[src/rtl/core/photon256_permutation_macros.svh]
// Assertion macros shared by the PHOTON-256 permutation RTL.
`ifndef PHOTON256_PERMUTATION_MACROS_SVH
`define PHOTON256_PERMUTATION_MACROS_SVH

// Same-cycle implication, checked on every rising edge outside reset.
`define PHOTON_ASSERT_SAME(lbl, ante, cons, msg) \
    lbl: assert property (@(posedge i_clk) disable iff (!i_rst_n) (ante) |-> (cons)) \
        else $error(msg);

// Next-cycle implication, checked on every rising edge outside reset.
`define PHOTON_ASSERT_NEXT(lbl, ante, cons, msg) \
    lbl: assert property (@(posedge i_clk) disable iff (!i_rst_n) (ante) |=> (cons)) \
        else $error(msg);

`endif

[src/rtl/core/photon_pkg.sv]
// Types, constants and GF(2^4) helpers for the PHOTON-256 permutation.
package photon_pkg;

    // Width of the round index into the constant table (12 rows)
    localparam int RC_W      = 4;
    localparam int RC_ROWS   = 12;
    localparam int WORD_W    = 64;
    localparam int STATE_W   = 256;
    localparam logic [1:0] LAST_IDX = 2'd3;

    // Input and output transactions
    typedef struct packed {
        logic [63:0] state_word;
        logic [1:0]  word_index;
    } t_in;

    typedef struct packed {
        logic [63:0] result_word;
        logic [1:0]  result_index;
        logic        last_word;
    } t_out;

    // Sequencer states
    typedef enum logic [1:0] {
        ST_LOAD,
        ST_RUN,
        ST_OUT
    } t_state;

    // Sequencer to datapath control
    typedef struct packed {
        logic            in_ready;
        logic            start;
        logic            round_en;
        logic            out_valid;
        logic            out_shift;
        logic [1:0]      out_idx;
        logic            last;
        logic [RC_W-1:0] rnd;
    } t_ctrl;

    // 8x8 matrix of GF(2^4) elements, [row][column]
    typedef logic [7:0][7:0][3:0] t_mds;

    // PRESENT S-box, entry x at nibble x
    localparam logic [63:0] SBOX = 64'h21748FE3DA09B65C;

    // Last row of the serial matrix, coefficient k at nibble k
    localparam logic [31:0] SERIAL = 32'h6582B242;

    // Multiply in GF(2^4) modulo x^4+x+1
    function automatic logic [3:0] gf_mul(input logic [3:0] a, input logic [3:0] b);
        logic [3:0] r;
        logic [4:0] t;
        r = '0;
        t = {1'b0, a};
        for (int k = 0; k < 4; k++) begin
            if (b[k]) begin
                r = r ^ t[3:0];
            end
            t = {t[3:0], 1'b0};
            if (t[4]) begin
                t = t ^ 5'h13;
            end
        end
        return r;
    endfunction

    // Full mixing matrix: eight applications of the serial step, per unit vector
    function automatic t_mds mds_matrix();
        t_mds            m;
        logic [7:0][3:0] t;
        logic [3:0]      acc;
        m = '0;
        for (int j = 0; j < 8; j++) begin
            t    = '0;
            t[j] = 4'h1;
            for (int n = 0; n < 8; n++) begin
                acc = '0;
                for (int k = 0; k < 8; k++) begin
                    acc = acc ^ gf_mul(SERIAL[4*k +: 4], t[k]);
                end
                t = {acc, t[7:1]};
            end
            for (int i = 0; i < 8; i++) begin
                m[i][j] = t[i];
            end
        end
        return m;
    endfunction

    localparam t_mds MDS = mds_matrix();

    // Round constants, row i at nibble i
    function automatic logic [31:0] rc_row(input logic [RC_W-1:0] r);
        logic [31:0] v;
        case (r)
            4'd0:    v = 32'h9DFE6201;
            4'd1:    v = 32'hBFDC4023;
            4'd2:    v = 32'hFB980467;
            4'd3:    v = 32'h62019DFE;
            4'd4:    v = 32'h5132AECD;
            4'd5:    v = 32'h3754C8AB;
            4'd6:    v = 32'hEA891576;
            4'd7:    v = 32'h4023BFDC;
            4'd8:    v = 32'h1576EA89;
            4'd9:    v = 32'hAECD5132;
            4'd10:   v = 32'hD9BA2645;
            4'd11:   v = 32'h2645D9BA;
            default: v = '0;
        endcase
        return v;
    endfunction

endpackage

[src/rtl/core/photon_round.sv]
// One PHOTON-256 round: constants, S-box layer, row rotation, column mixing.
module photon_round
    import photon_pkg::*;
(
    input  logic [STATE_W-1:0] i_state,
    input  logic [RC_W-1:0]    i_rnd,
    output logic [STATE_W-1:0] o_state
);

    logic [7:0][7:0][3:0] c_in;
    logic [7:0][7:0][3:0] c_sub;
    logic [7:0][7:0][3:0] c_rot;
    logic [7:0][7:0][3:0] c_mix;
    logic [31:0]          rc;

    // Cell (row i, column j) sits at bit 32i+4j
    assign c_in = i_state;
    assign rc   = rc_row(i_rnd);

    // Add constants to column 0, then S-box every cell
    always_comb begin
        logic [3:0] v;
        for (int i = 0; i < 8; i++) begin
            for (int j = 0; j < 8; j++) begin
                v = c_in[i][j];
                if (j == 0) begin
                    v = v ^ rc[4*i +: 4];
                end
                c_sub[i][j] = SBOX[4*v +: 4];
            end
        end
    end

    // Rotate row i left by i cells
    always_comb begin
        for (int i = 0; i < 8; i++) begin
            for (int j = 0; j < 8; j++) begin
                c_rot[i][j] = c_sub[i][(j + i) % 8];
            end
        end
    end

    // Mix each column with the full MDS matrix (constant multipliers)
    always_comb begin
        logic [3:0] acc;
        for (int i = 0; i < 8; i++) begin
            for (int j = 0; j < 8; j++) begin
                acc = '0;
                for (int k = 0; k < 8; k++) begin
                    acc = acc ^ gf_mul(MDS[i][k], c_rot[k][j]);
                end
                c_mix[i][j] = acc;
            end
        end
    end

    assign o_state = c_mix;

endmodule

[src/rtl/core/photon_ctrl.sv]
// Sequencer for the PHOTON-256 permutation: load, round loop and word output.
`include "photon256_permutation_macros.svh"

module photon_ctrl
    import photon_pkg::*;
#(
    parameter int ROUNDS = 12
) (
    input  logic  i_clk,
    input  logic  i_rst_n,
    input  logic  i_in_valid,
    input  logic  i_in_last,
    input  logic  i_out_ready,
    output t_ctrl o_ctrl
);

    // Only as many rounds as there are constant rows
    localparam int RND_EFF = (ROUNDS < RC_ROWS) ? ROUNDS : RC_ROWS;
    localparam logic [RC_W-1:0] RND_LAST = RC_W'(RND_EFF - 1);

    t_state          r_state, n_state;
    logic [RC_W-1:0] r_round, n_round;
    logic [1:0]      r_outcnt, n_outcnt;

    // Next state
    always_comb begin
        n_state = r_state;
        unique case (r_state)
            ST_LOAD: begin
                if (i_in_valid && i_in_last) begin
                    n_state = ST_RUN;
                end
            end
            ST_RUN: begin
                if (r_round == RND_LAST) begin
                    n_state = ST_OUT;
                end
            end
            ST_OUT: begin
                if (i_out_ready && r_outcnt == LAST_IDX) begin
                    n_state = ST_LOAD;
                end
            end
            default: n_state = ST_LOAD;
        endcase
    end

    // Outputs and counter updates
    always_comb begin
        o_ctrl   = '0;
        n_round  = r_round;
        n_outcnt = r_outcnt;
        o_ctrl.rnd     = r_round;
        o_ctrl.out_idx = r_outcnt;
        o_ctrl.last    = (r_outcnt == LAST_IDX);
        unique case (r_state)
            ST_LOAD: begin
                o_ctrl.in_ready = 1'b1;
                o_ctrl.start    = i_in_valid && i_in_last;
                n_round         = '0;
                n_outcnt        = '0;
            end
            ST_RUN: begin
                o_ctrl.round_en = 1'b1;
                n_round         = r_round + 1'b1;
            end
            ST_OUT: begin
                o_ctrl.out_valid = 1'b1;
                o_ctrl.out_shift = i_out_ready;
                if (i_out_ready) begin
                    n_outcnt = r_outcnt + 1'b1;
                end
            end
            default: begin
                n_round  = '0;
                n_outcnt = '0;
            end
        endcase
    end

    // Control registers
    always_ff @(posedge i_clk) begin
        if (!i_rst_n) begin
            r_state  <= ST_LOAD;
            r_round  <= '0;
            r_outcnt <= '0;
        end else begin
            r_state  <= n_state;
            r_round  <= n_round;
            r_outcnt <= n_outcnt;
        end
    end

    // Checks
    `PHOTON_ASSERT_SAME(a_ready_excl, o_ctrl.in_ready, !o_ctrl.out_valid && !o_ctrl.round_en, "ready while busy")
    `PHOTON_ASSERT_NEXT(a_start_run, o_ctrl.start, r_state == ST_RUN && r_round == '0, "start did not enter round loop")
    `PHOTON_ASSERT_SAME(a_round_range, r_state == ST_RUN, r_round <= RND_LAST, "round counter out of range")
    `PHOTON_ASSERT_NEXT(a_out_done, o_ctrl.out_valid && i_out_ready && o_ctrl.last, o_ctrl.in_ready, "no return to load after last word")

endmodule

[src/rtl/core/photon256_permutation.sv]
// PHOTON-256 permutation top level: word buffer, state register, round unit and sequencer.
//
// Words with index 0 to 2 are stored in the buffer. A word with index 3 is
// stored and starts the permutation of the four buffered words; the block then
// runs one round per cycle through a single round unit, ROUNDS rounds (12 by
// default, at most 12), and presents the four permuted words in order, index 0
// first, last_word set on index 3, one per cycle when the sink is ready. From
// the start word until the last result transaction the input is not ready.
// The buffer keeps the loaded words, so a new word 3 alone re-runs the
// permutation on the earlier words 0 to 2.
module photon256_permutation
    import photon_pkg::*;
#(
    parameter int ROUNDS = 12
) (
    input  logic i_clk,
    input  logic i_rst_n,
    input  logic i_in_valid,
    output logic o_in_ready,
    input  t_in  i_in,
    output logic o_out_valid,
    input  logic i_out_ready,
    output t_out o_out
);

    t_ctrl                         ctrl;
    logic [3:0][WORD_W-1:0]        r_buf;
    logic [STATE_W-1:0]            r_state;
    logic [STATE_W-1:0]            round_out;
    logic                          in_xact;

    photon_ctrl #(
        .ROUNDS (ROUNDS)
    ) u_ctrl (
        .i_clk       (i_clk),
        .i_rst_n     (i_rst_n),
        .i_in_valid  (i_in_valid),
        .i_in_last   (i_in.word_index == LAST_IDX),
        .i_out_ready (i_out_ready),
        .o_ctrl      (ctrl)
    );

    photon_round u_round (
        .i_state (r_state),
        .i_rnd   (ctrl.rnd),
        .o_state (round_out)
    );

    assign in_xact = i_in_valid && ctrl.in_ready;

    // Input word buffer
    always_ff @(posedge i_clk) begin
        if (in_xact) begin
            r_buf[i_in.word_index] <= i_in.state_word;
        end
    end

    // Working state: load, round update, then shift out one word per transaction
    always_ff @(posedge i_clk) begin
        if (ctrl.start) begin
            r_state <= {i_in.state_word, r_buf[2], r_buf[1], r_buf[0]};
        end else if (ctrl.round_en) begin
            r_state <= round_out;
        end else if (ctrl.out_shift) begin
            r_state <= {{WORD_W{1'b0}}, r_state[STATE_W-1:WORD_W]};
        end
    end

    // Ports
    assign o_in_ready         = ctrl.in_ready;
    assign o_out_valid        = ctrl.out_valid;
    assign o_out.result_word  = r_state[WORD_W-1:0];
    assign o_out.result_index = ctrl.out_idx;
    assign o_out.last_word    = ctrl.last;

endmodule

[config.mk]
export PLATFORM = sky130hd
export DESIGN_NAME = photon256_permutation
export DESIGN_NICKNAME = d
export VERILOG_FILES = /design/src/rtl/core/photon_pkg.sv /design/src/rtl/core/photon_round.sv /design/src/rtl/core/photon_ctrl.sv /design/src/rtl/core/photon256_permutation.sv
export VERILOG_INCLUDE_DIRS = /design/src /design/src/rtl/core
export SDC_FILE = /design/constraint.sdc
export NUM_CORES = 2
export LEC_CHECK = 0
export BUFFER_PORTS_ARGS = -buffer_cell sky130_fd_sc_hd__buf_4
export CORE_MARGIN = 2
export CORE_UTILIZATION = 55
export DETAILED_ROUTE_END_ITERATION = 8
export GPL_ROUTABILITY_DRIVEN = 0
export GPL_TIMING_DRIVEN = 1
export HOLD_SLACK_MARGIN = 0.02
export PLACE_DENSITY = 0.72
export SYNTH_ARGS = -nofsm -noshare
export SYNTH_HDL_FRONTEND = slang
export SYNTH_SLANG_ARGS = --single-unit
[constraint.sdc]
create_clock -name i_clk -period 10.1 [get_ports i_clk]
set_clock_uncertainty 0.1 [all_clocks]
set_input_delay 1.515 -clock i_clk [delete_from_list [all_inputs] [get_ports i_clk]]
set_output_delay 1.515 -clock i_clk [all_outputs]
set_load 0.005 [all_outputs]
==> summary.txt <==
Synthesis
  – Sequential element share of the synthesized area: 26.78%
  – Yosys warning total: 0
  – Flip-flop and latch count after synthesis: around 460
  – Syn Std Cell Area: 51,430 um^2
  – Unique masters post-synth: ~70
  – Most common flop cell mapped by yosys: edfxtp_1
  – Number of synthesized flops with an enable pin: approximately 450
  – Avg Cell Area, Syn: approximately 11 um^2
  – Cells after Synth: approximately 4,800
  – Syn Nets: just over 5,000
  – FFs w/ async S/R, synth: 0%

Layout
  – Layout cell share with drive strength beyond 1: under 10%
  – Register area: ~14,000 um^2
  – Area of the multi-input gates: ~35,000 um^2
  – Final net count: just over 5,000
  – Design area: ~55,000 um^2
  – Fillers: 7,767
  – P&R area growth vs syn: 6.401%

Run status
  – Outcome: complete, no violations

Routing
  – Initial DRT Pass Iterations: 8
  – Initial DRC Count: 4,235
  – DRC Markers: 0
  – Vias: roughly 36,000
  – DR vias/cell: ~6
  – Final wirelength: ~160,000 um
  – Post-route ant nets: 0
  – Drt wl/cell: 26.25 um

CTS
  – CTS Buf Count: between 50 and 60
  – Clock sink total: between 400 and 500
  – Max clock buf depth: 3
  – CTS hold repair buffers: 0
  – Clock-pin slew on the worst setup and hold paths: around 0.06 ns
  – CTS tree: built
  – Root Buffer: clkbuf_16
  – Setup Buffers After CTS: 0
  – H-tree depth: 2
  – Clock latency at the later pin of the worst-skew pair: roughly 0.64 ns
  – CTS resizes: 0

Placement
  – DP Area: ~53,000 um^2
  – DP HPWL: 120,800 um
  – I/O Buffers: around 140

Global routing
  – GRT overflow: 0
  – First-pass GRT wire length: about 230,000 um
  – Initial antenna violation count: 3
  – Largest net degree at the start of global routing: 194
  – Total GRT Usage: about 32%
  – Vias in the first global route: approximately 35,000

STA
  – Post-layout min period: roughly 4.5 ns
  – Tcrit/Tclk final: 44.09%
  – Setup tns final: 0 ns
  – Final Hold Fails: 0
  – Setup-failing EPs final: 0
  – Fmax: between 200 and 250 MHz
  – RSZ-0062 raised after global routing: no
  – Max-slew violations: 0
  – Slew HR: 20.25%
  – Worst-Margin Slew: roughly 1.2 ns
  – Worst hold slack: between 0.4 and 0.5 ns

Floorplan
  – Initial Utilization: between 50% and 60%
  – IO Pins: approximately 140
  – Row count: 112
  – Total die area: between 90,000 and 100,000 um^2
  – Die X: approximately 310 um
  – Placeable Area: 93,050 um^2
  – Die Y: a little over 300 um

Min path
  – Type of the tightest min-delay check: reg2reg

Worst setup path
  – Crit Path Category: reg2reg
  – Critical Path End Type: flip-flop
  – WP data arrival: 4.65 ns
  – CP required: just over 10 ns
  – CP startpoint kind: flip-flop
  – Setup slack, reg-to-reg: 5.65 ns
  – CP Max Fanout: 6

Flow run
  – Max Cap Viol: 0
==> cell usage after synthesis, drive strengths merged (3+ instances only) <==
| cell | n | area [um^2] |
|---|---|---|
| mux2 | 14 | 161.4 |
| o221ai | 19 | 166.4 |
| o211ai | 8 | 60.06 |
| or3 | 3 | 18.77 |
| mux4 | 105 | 2365 |
| nand3b | 7 | 52.55 |
| nand3 | 8 | 40.04 |
| nor2 | 88 | 330.3 |
| nor2b | 39 | 244.0 |
| o31ai | 9 | 87.59 |
| nor3b | 6 | 45.04 |
| nor3 | 15 | 75.07 |
| nand2b | 27 | 168.9 |
| edfxtp | 448 | 13450 |
| o21ai | 331 | 1664 |
| inv | 267 | 1002 |
| dfxtp | 16 | 320.3 |
| xor2 | 456 | 4178 |
| clkbuf | 195 | 732.0 |
| o22ai | 16 | 106.4 |
| a32oi | 6 | 52.55 |
| or2 | 8 | 50.05 |
| nand2 | 200 | 750.7 |
| a22oi | 179 | 1349 |
| buf | 128 | 819.5 |
| mux2i | 183 | 1908 |
| a22o | 10 | 87.58 |
| ha | 306 | 3829 |
| o22a | 3 | 26.28 |
| o21a | 8 | 60.06 |
| a21oi | 65 | 329.1 |
| xnor2 | 1303 | 11590 |
| a21o | 13 | 97.59 |
| a31oi | 8 | 62.56 |
| xnor3 | 174 | 3919 |
| a221o | 4 | 40.04 |
| a211oi | 21 | 157.7 |
| and2 | 4 | 25.02 |
| xor3 | 36 | 857.1 |
==> final cells by class <==
class	instances	area share, %
clock buffer	64	2.655
sequential	464	25.17
timing repair buffer	175	2.492
antenna	1	0.004573
tap	1254	2.867
clock inverter	34	0.7546
inverter	267	1.832
multi-input combinational	3698	64.22
==> path summary, 6_finish.rpt <==
| check | from | end | cells past startpoint |
|---|---|---|---|
| max | u_round.rc[16] | r_state[84] | 9 |
| min reg2reg | r_buf[141] | r_state[141] | 2 |
| min | r_buf[141] | r_state[141] | 2 |
| max reg2reg | u_round.rc[16] | r_state[84] | 9 |
==> flip-flops by register name, indices dropped and copies added, names as in the netlist <==
| name | count |
|---|---|
| r_state | 256 |
| r_buf | 192 |
| u_round.rc | 8 |
| u_ctrl.r_round | 4 |
| u_ctrl.r_outcnt | 2 |
| u_ctrl.r_state | 2 |
==> metrics by stage <==
step	util, %	setup slack (ns)	instances
floorplan	-	1.064	4752
global placement	56.80	5.500	5858
detailed placement	56.80	5.460	5858
CTS	58.80	5.758	5956
global route	58.80	5.502	5956
finish	58.80	5.647	5957
==> metal layers <==
| metal | share of wire (%) | vias up | global-route usage, % |
|---|---|---|---|
| met3 | 9.4 | 368 | 4.953 |
| met5 | 0.0083 | - | 0 |
| met1 | 39 | 17573 | 43.05 |
| met4 | 6.1 | 2 | 16.75 |
| met2 | 45 | 1792 | 50.79 |
| li1 | - | 15963 | - |
==> cells in the final DEF, fill, tap and decap left out, types with 13 or more instances in the layout <==
cell type  synthesis  final
nand2_1          200    199
edfxtp_1         448    448
xnor2_2           21     21
mux2_2            13     13
mux2i_1          172    172
xor2_1           439    439
nor3_1            15     14
o21ai_0          300    300
ha_1             306    306
nor2_1            88     87
o221ai_1          19     19
a21oi_1           64     64
mux4_2           105    105
nand2b_1          27     26
dfxtp_1           16     16
buf_4             71    171
clkbuf_16          0     57
xnor2_1         1281   1281
xnor3_1          174    174
nor2b_1           39     38
xor3_1            35     35
o21ai_1           29     29
inv_1            267    267
o22ai_1           15     15
a22oi_1          178    178
a211oi_1          21     21
a21o_1            13     13
==> cell families (layout without fill, tap and decap cells) <==
kind of cell | count (synthesis) | in the layout | share of synthesized area (%)
compound gates | 712 | 712 | 8.674
simple gates | 409 | 409 | 3.564
xor+xnor | 1969 | 1969 | 39.95
mux | 302 | 302 | 8.623
buf+inv | 590 | 540 | 4.966
fa+ha+maj | 306 | 306 | 7.445
other cells | 0 | 1 | 0
flops | 464 | 464 | 26.78
==> critical path, cell delays in order, from the launching register on <==
cell     delay, ns
dfxtp_1       0.49
xor2_1        0.59
ha_1          0.38
xnor2_1       0.10
mux2i_1       0.53
xor2_1        0.43
xnor3_1       0.50
xor2_1        0.16
xnor2_1       0.15
o21ai_0       0.68
Power is not shown: default switching activity piles up to over one toggle a cycle in this logic, so the estimate is an artifact.
